--- src/hdl/modular_exponentiation_macros.svh ---
// Assertion shorthands shared by the modular exponentiation RTL.
// Needs signals clk and rst_n in the scope of each use.
`ifndef MODULAR_EXPONENTIATION_MACROS_SVH
`define MODULAR_EXPONENTIATION_MACROS_SVH

// antecedent holds -> consequent holds in the same cycle
`define MEXP_ASSERT_IMP(lbl, ante, cons, msg) \
  lbl: assert property (@(posedge clk) disable iff (!rst_n) (ante) |-> (cons)) \
    else $error(msg);

// antecedent holds -> consequent holds in the next cycle
`define MEXP_ASSERT_NXT(lbl, ante, cons, msg) \
  lbl: assert property (@(posedge clk) disable iff (!rst_n) (ante) |=> (cons)) \
    else $error(msg);

// condition holds at every edge out of reset
`define MEXP_ASSERT_ALW(lbl, cond, msg) \
  lbl: assert property (@(posedge clk) disable iff (!rst_n) (cond)) \
    else $error(msg);

`endif

--- src/hdl/mexp_pkg.sv ---
// Shared types and constants for the modular exponentiation block.
// No dependencies.
package mexp_pkg;

  // configuration register indexes
  localparam int CFG_IDX_BITS = 2;
  localparam logic [CFG_IDX_BITS-1:0] REG_EXPONENT = 2'd0;
  localparam logic [CFG_IDX_BITS-1:0] REG_MODULUS  = 2'd1;

  // status of the shared modular multiplier
  typedef struct packed {
    logic busy;
    logic done;
  } mm_stat_t;

endpackage

--- src/hdl/mexp_mulmod.sv ---
// Bit-serial modular multiplier: r = (x * y) mod m, one bit of y per cycle.
// Depends on mexp_pkg and modular_exponentiation_macros.svh.
`include "modular_exponentiation_macros.svh"
module mexp_mulmod #(
  parameter int WORD_BITS = 32
) (
  input  logic                   clk,
  input  logic                   rst_n,
  input  logic                   start_i,
  input  logic [WORD_BITS-1:0]   x_i,     // must be below m_i
  input  logic [WORD_BITS-1:0]   y_i,
  input  logic [WORD_BITS-1:0]   m_i,     // held stable while busy
  output logic [WORD_BITS-1:0]   res_o,
  output mexp_pkg::mm_stat_t     stat_o
);
  import mexp_pkg::*;

  localparam int CNT_BITS = $clog2(WORD_BITS);

  logic [WORD_BITS-1:0] r_r, x_r, y_r;
  logic [CNT_BITS-1:0]  cnt_r;
  logic                 busy_r, done_r;

  logic [WORD_BITS:0]   m_ext, dbl, dbl_red, sum, sum_red;
  logic [WORD_BITS-1:0] step;

  // r <- 2r mod m, then r <- r + x mod m when the current bit of y is set
  always_comb begin
    m_ext   = {1'b0, m_i};
    dbl     = {r_r, 1'b0};
    dbl_red = (dbl >= m_ext) ? (dbl - m_ext) : dbl;
    sum     = {1'b0, dbl_red[WORD_BITS-1:0]} + {1'b0, x_r};
    sum_red = (sum >= m_ext) ? (sum - m_ext) : sum;
    step    = y_r[WORD_BITS-1] ? sum_red[WORD_BITS-1:0] : dbl_red[WORD_BITS-1:0];
  end

  always_ff @(posedge clk) begin
    if (!rst_n) begin
      busy_r <= 1'b0;
      done_r <= 1'b0;
      cnt_r  <= '0;
    end else begin
      done_r <= busy_r && (cnt_r == '0);
      if (start_i) begin
        busy_r <= 1'b1;
        cnt_r  <= CNT_BITS'(WORD_BITS - 1);
      end else if (busy_r) begin
        if (cnt_r == '0) begin
          busy_r <= 1'b0;
        end else begin
          cnt_r <= cnt_r - 1'b1;
        end
      end
    end
  end

  always_ff @(posedge clk) begin
    if (start_i) begin
      r_r <= '0;
      x_r <= x_i;
      y_r <= y_i;
    end else if (busy_r) begin
      r_r <= step;
      y_r <= {y_r[WORD_BITS-2:0], 1'b0};
    end
  end

  assign res_o       = r_r;
  assign stat_o.busy = busy_r;
  assign stat_o.done = done_r;

  `MEXP_ASSERT_IMP(a_no_restart, start_i, !busy_r, "multiplier started while busy")
  `MEXP_ASSERT_IMP(a_res_reduced, done_r, r_r < m_i, "product not reduced below modulus")
  `MEXP_ASSERT_NXT(a_done_follows, busy_r && (cnt_r == '0), done_r && !busy_r,
                   "last bit not followed by done")

endmodule

--- src/hdl/modular_exponentiation.sv ---
// Modular exponentiation, right-to-left square and multiply, top level.
// Depends on mexp_pkg, mexp_mulmod and modular_exponentiation_macros.svh.
//
// Each input word carries a base; the block returns base ** exponent mod modulus,
// with exponent and modulus set beforehand through the cfg_ port (index 0 is the
// exponent, reset 0; index 1 is the modulus, reset 1; a zero written to the
// modulus is dropped and other indexes are ignored; cfg_ready is always high).
// A zero exponent gives 1 whatever the modulus; otherwise a modulus of 1 gives 0.
// One item at a time: in_ready is high only while the sequencer is idle. All the
// arithmetic runs through one bit-serial modular multiplier that handles one bit
// of the multiplier operand a cycle. An item costs one product to reduce the base,
// then one square for each exponent bit below the top set bit and one multiply per
// set bit. With L the bit length of the exponent and P its number of set bits that
// is L + P products, or the reduction alone for a zero exponent. The in_ready flag
// rises again in the same cycle as out_valid.
// The result sits in an output register, so the next base can be taken while it
// waits; the sequencer only stalls at the end of an item if the previous result
// is still unclaimed.
`include "modular_exponentiation_macros.svh"
module modular_exponentiation #(
  parameter int WORD_BITS = 32
) (
  input  logic                                  clk,
  input  logic                                  rst_n,
  // configuration
  input  logic                                  cfg_valid,
  output logic                                  cfg_ready,
  input  logic [mexp_pkg::CFG_IDX_BITS-1:0]     cfg_index,
  input  logic [WORD_BITS-1:0]                  cfg_data,
  // input words
  input  logic                                  in_valid,
  output logic                                  in_ready,
  input  logic [WORD_BITS-1:0]                  in_base_value,
  // result words
  output logic                                  out_valid,
  input  logic                                  out_ready,
  output logic [WORD_BITS-1:0]                  out_power_result
);
  import mexp_pkg::*;

  typedef enum logic [4:0] {
    ST_IDLE   = 5'b00001,
    ST_REDUCE = 5'b00010,  // base mod m, as base * 1 through the multiplier
    ST_MULT   = 5'b00100,  // acc * p
    ST_SQUARE = 5'b01000,  // p * p
    ST_FIN    = 5'b10000   // hand result to the output register
  } state_t;

  state_t               state_r, state_nxt;
  logic [WORD_BITS-1:0] exponent_r, modulus_r;
  logic [WORD_BITS-1:0] e_r, e_nxt;        // remaining exponent bits
  logic [WORD_BITS-1:0] acc_r, acc_nxt;    // running result
  logic [WORD_BITS-1:0] p_r, p_nxt;        // current base power
  logic                 zero_exp_r, zero_exp_nxt;
  logic                 out_valid_r, out_valid_nxt;
  logic [WORD_BITS-1:0] out_data_r, out_data_nxt;

  logic                 mm_start;
  logic [WORD_BITS-1:0] mm_x, mm_y, mm_res;
  mm_stat_t             mm_stat;
  logic [WORD_BITS-1:0] one_mod;           // 1 mod m

  // ---- configuration registers ----
  assign cfg_ready = 1'b1;

  always_ff @(posedge clk) begin
    if (!rst_n) begin
      exponent_r <= '0;
      modulus_r  <= WORD_BITS'(1);
    end else if (cfg_valid) begin
      if (cfg_index == REG_EXPONENT) begin
        exponent_r <= cfg_data;
      end
      if ((cfg_index == REG_MODULUS) && (cfg_data != '0)) begin
        modulus_r <= cfg_data;
      end
    end
  end

  assign one_mod = {{(WORD_BITS-1){1'b0}}, (modulus_r != WORD_BITS'(1))};

  // ---- shared multiplier ----
  mexp_mulmod #(
    .WORD_BITS (WORD_BITS)
  ) u_mulmod (
    .clk     (clk),
    .rst_n   (rst_n),
    .start_i (mm_start),
    .x_i     (mm_x),
    .y_i     (mm_y),
    .m_i     (modulus_r),
    .res_o   (mm_res),
    .stat_o  (mm_stat)
  );

  // ---- sequencer ----
  // Exponent scanned LSB first; the square after the top bit is skipped.
  always_comb begin
    state_nxt     = state_r;
    e_nxt         = e_r;
    acc_nxt       = acc_r;
    p_nxt         = p_r;
    zero_exp_nxt  = zero_exp_r;
    out_data_nxt  = out_data_r;
    out_valid_nxt = out_valid_r && !out_ready;
    mm_start      = 1'b0;
    mm_x          = acc_r;
    mm_y          = p_r;

    case (state_r)
      ST_IDLE: begin
        if (in_valid) begin
          mm_start     = 1'b1;
          mm_x         = one_mod;
          mm_y         = in_base_value;
          e_nxt        = exponent_r;
          acc_nxt      = one_mod;
          zero_exp_nxt = (exponent_r == '0);
          state_nxt    = ST_REDUCE;
        end
      end
      ST_REDUCE, ST_SQUARE: begin
        if (mm_stat.done) begin
          p_nxt = mm_res;
          if (e_r == '0) begin
            state_nxt = ST_FIN;
          end else if (e_r[0]) begin
            mm_start  = 1'b1;
            mm_x      = acc_r;
            mm_y      = mm_res;
            state_nxt = ST_MULT;
          end else begin
            // bit clear: shift and square again (remaining bits still nonzero)
            mm_start  = 1'b1;
            mm_x      = mm_res;
            mm_y      = mm_res;
            e_nxt     = {1'b0, e_r[WORD_BITS-1:1]};
            state_nxt = ST_SQUARE;
          end
        end
      end
      ST_MULT: begin
        if (mm_stat.done) begin
          acc_nxt = mm_res;
          e_nxt   = {1'b0, e_r[WORD_BITS-1:1]};
          if (e_r[WORD_BITS-1:1] == '0) begin
            state_nxt = ST_FIN;
          end else begin
            mm_start  = 1'b1;
            mm_x      = p_r;
            mm_y      = p_r;
            state_nxt = ST_SQUARE;
          end
        end
      end
      ST_FIN: begin
        if (!out_valid_r || out_ready) begin
          out_valid_nxt = 1'b1;
          out_data_nxt  = zero_exp_r ? WORD_BITS'(1) : acc_r;
          state_nxt     = ST_IDLE;
        end
      end
      default: begin
        state_nxt = ST_IDLE;
      end
    endcase
  end

  always_ff @(posedge clk) begin
    if (!rst_n) begin
      state_r     <= ST_IDLE;
      out_valid_r <= 1'b0;
    end else begin
      state_r     <= state_nxt;
      out_valid_r <= out_valid_nxt;
    end
  end

  always_ff @(posedge clk) begin
    e_r        <= e_nxt;
    acc_r      <= acc_nxt;
    p_r        <= p_nxt;
    zero_exp_r <= zero_exp_nxt;
    out_data_r <= out_data_nxt;
  end

  assign in_ready         = (state_r == ST_IDLE);
  assign out_valid        = out_valid_r;
  assign out_power_result = out_data_r;

  `MEXP_ASSERT_ALW(a_modulus_nonzero, modulus_r != '0, "modulus register holds zero")
  `MEXP_ASSERT_NXT(a_accept_starts, in_valid && in_ready, state_r == ST_REDUCE,
                   "accepted word did not start base reduction")
  `MEXP_ASSERT_IMP(a_p_reduced, (state_r == ST_MULT) || (state_r == ST_SQUARE),
                   p_r < modulus_r, "base power not below modulus")
  `MEXP_ASSERT_IMP(a_acc_reduced, state_r != ST_IDLE, acc_r < modulus_r,
                   "running result not below modulus")

endmodule

--- config.mk ---
export PLATFORM = sky130hd
export DESIGN_NAME = modular_exponentiation
export DESIGN_NICKNAME = d
export VERILOG_FILES = /design/src/hdl/mexp_pkg.sv /design/src/hdl/mexp_mulmod.sv /design/src/hdl/modular_exponentiation.sv
export VERILOG_INCLUDE_DIRS = /design/src /design/src/hdl
export SDC_FILE = /design/constraint.sdc
export NUM_CORES = 1
export LEC_CHECK = 0
export BUFFER_PORTS_ARGS = -buffer_cell sky130_fd_sc_hd__buf_2
export CAP_MARGIN = 10
export CELL_PAD_IN_SITES_DETAIL_PLACEMENT = 1
export CELL_PAD_IN_SITES_GLOBAL_PLACEMENT = 2
export CORE_UTILIZATION = 36
export DETAILED_ROUTE_END_ITERATION = 10
export PLACE_DENSITY_LB_ADDON = 0.1
export SLEW_MARGIN = 10
export SYNTH_ARGS = -nofsm -noshare
export SYNTH_HDL_FRONTEND = slang
export SYNTH_HIERARCHICAL = 1
export SYNTH_SLANG_ARGS = --single-unit
--- constraint.sdc ---
create_clock -name clk -period 6.45 [get_ports clk]
set_input_delay 0.9675 -clock clk [delete_from_list [all_inputs] [get_ports clk]]
set_output_delay 0.9675 -clock clk [all_outputs]
set_load 0.01 [all_outputs]
==> results.sh <==
export IMPL_outcome="finished, violations left"
export IMPL_violations="setup timing"
export IMPL_dpl_cell_area_um2=24250
export IMPL_nNetsFinal=2808
export IMPL_totalWireLength_um=81960
export IMPL_cap_viol_max_count=0
export IMPL_drt_pass1_iterations=5
export IMPL_fin_crit_ns=6.814
export IMPL_syn_avg_cell_area_um2=9.438
export IMPL_clock_fmax_mhz=146.8
export IMPL_cp_arrival_ns=7.24
export IMPL_routed_via_count=19090
export IMPL_wl_per_cell_um=24.40
export IMPL_regArea_um2=7996
export IMPL_finalCritPeriodShare_pct=105.6
export IMPL_maxSlewHeadroom_pct=28.32
export IMPL_synthesis_nets=2256
export IMPL_cts_root_buf="clkbuf_16"
export IMPL_die_width_um=235.7
export IMPL_die_area_um2=55570
export IMPL_slowest_stage="or3_4"
export IMPL_cts_max_level=2
export IMPL_slowest_delay_ns=0.38
export IMPL_clockBufferDepth=3
export IMPL_start_kind="register"
export IMPL_grt_pass1_vias=20190
export IMPL_cts_sinks=302
export IMPL_layout_setup_ws_ns=-0.3638
export IMPL_worstMarginPinSlew_ns=1.075
export IMPL_fin_worst_skew_ns=0.03142
export IMPL_cp_required_ns=6.87
export IMPL_yosys_warnings=6
export IMPL_grt_use_total_pct=28.85
export IMPL_num_rows=85
export IMPL_synthesis_area_um2=19670
export IMPL_io_pins=106
export IMPL_io_buffer_count=104
export IMPL_grt_pass1_wl_um=122700
export IMPL_critical_path_class="reg2reg"
export IMPL_fill_cells=6021
export IMPL_slew_violations=0
export IMPL_cp_common_cell="ha_4"
export IMPL_grt_max_degree=86
export IMPL_hpwl_um=60260
export IMPL_hold_viol=0
export IMPL_gp_congestion=0.9089
export IMPL_clock_latency_ns=0.56
export IMPL_die_y_um=235.7
export IMPL_hp_class="reg2reg"
export IMPL_antennaDiodeCount=0
export IMPL_core_area_um2=53920
export IMPL_final_area_um2=27370
export IMPL_antenna_found_initial=0
export IMPL_multiInputGateArea_um2=12290
export IMPL_drc=0
export IMPL_reg2reg_slack_ns=-0.36
export IMPL_ant_nets=0
export IMPL_area_delta_synth_final_pct=39.15
export IMPL_finalSetupViolations=32
export IMPL_cts_tree="done"
export IMPL_crit_fanout=9
export IMPL_clk_pin_slew_worst_paths_ns=0.07
export IMPL_viasPerCell=5.684
export IMPL_grt_overflow=0
export IMPL_drive_gt1_share_pct=37.48
export IMPL_initial_core_util_pct=36.48
export IMPL_rsz0062_at_grt="yes"
export IMPL_drtIter0Drc=1074
export IMPL_numCtsBuffers=38
export IMPL_synthCells=2084
export IMPL_end_kind="register"
## layout by cell type (no fill, tap or decap), types with 38 or more instances in the layout
master,count
buf_2,104
nand2_1,239
mux2i_1,86
ha_4,45
o31ai_1,38
a21o_1,68
inv_1,91
a21oi_1,115
buf_4,499
edfxtp_1,193
dfxtp_1,94
mux2_2,40
clkbuf_16,41
xnor2_1,39
ha_1,48
a22o_1,64
nor2_1,125
o21ai_0,41
## registers in the layout (all words and copies together), names as in the netlist
| name | cells |
|---|---|
| out_power_result | 32 |
| modulus_r | 32 |
| u_mulmod/done_r | 1 |
| state_r | 5 |
| e_r | 32 |
| u_mulmod/cnt_r | 5 |
| out_valid | 1 |
| u_mulmod/busy_r | 1 |
| p_r | 32 |
| u_mulmod/res_o | 32 |
| acc_r | 32 |
| u_mulmod/x_r | 32 |
| u_mulmod/y_r | 32 |
| zero_exp_r | 1 |
| exponent_r | 32 |
## layout make-up
cell class	instances	area share (%)
Multi-Input combinational cell	1555	44.90
Sequential cell	302	29.22
Timing Repair Buffer	628	16.79
Clock buffer	49	3.858
Tap cell	696	3.182
Inverter	111	1.550
Clock inverter	18	0.5029
## metal layers
metal | wire length, um | GRT usage (%)
met5 | 0 | 0
met3 | 2817 | 3.283
met2 | 40310 | 50.14
met1 | 35340 | 36.27
met4 | 3490 | 11.78
## worst max-delay path, delay by kind of cell, from the launching register on
family	cells	cell delay (ns)
mux	3	0.82
flops	1	0.32
fa+ha+maj	3	0.79
simple gates	9	1.81
compound gates	10	2.06
buf+inv	7	0.84
## worst paths after layout
path	startpoint	endpoint	cells past startpoint
worst min register to register	exponent_r[6]$_SDFFE_PN0P_	exponent_r[6]$_SDFFE_PN0P_	2
worst max-delay path	modulus_r[7]$_SDFFE_PN0P_	u_mulmod/res_o[4]$_SDFFE_PP0P_	32
worst min-delay path	exponent_r[6]$_SDFFE_PN0P_	exponent_r[6]$_SDFFE_PN0P_	2
worst max register to register	modulus_r[7]$_SDFFE_PN0P_	u_mulmod/res_o[4]$_SDFFE_PP0P_	32
## repair_timing
item | 4_1_cts | 5_1_grt
hold buffers | 0 | 0
buffers inserted | 39 | 24
resized for setup | 153 | 153
pin swaps | 60 | 91
gates cloned | 3 | 0
setup endpoints to repair | 32 | 32
## metrics by stage
step	std cells	setup TNS (ns)	hold WS [ns]	setup slack, ns	utilization, %
6_report	3359	-7.223	0.4760	-0.3638	50.76
5_1_grt	3359	-12.00	0.4976	-0.5080	50.76
4_1_cts	3342	-8.712	0.4763	-0.3399	49.14
3_5_place_dp	3234	-18.26	0.4683	-0.9918	44.97
3_3_place_gp	3234	-13.84	0.4591	-0.7619	44.97
2_1_floorplan	2084	0	0.4448	0.01978	-
Power is not shown: default switching activity piles up to over one toggle a cycle in this logic, so the estimate is an artifact.
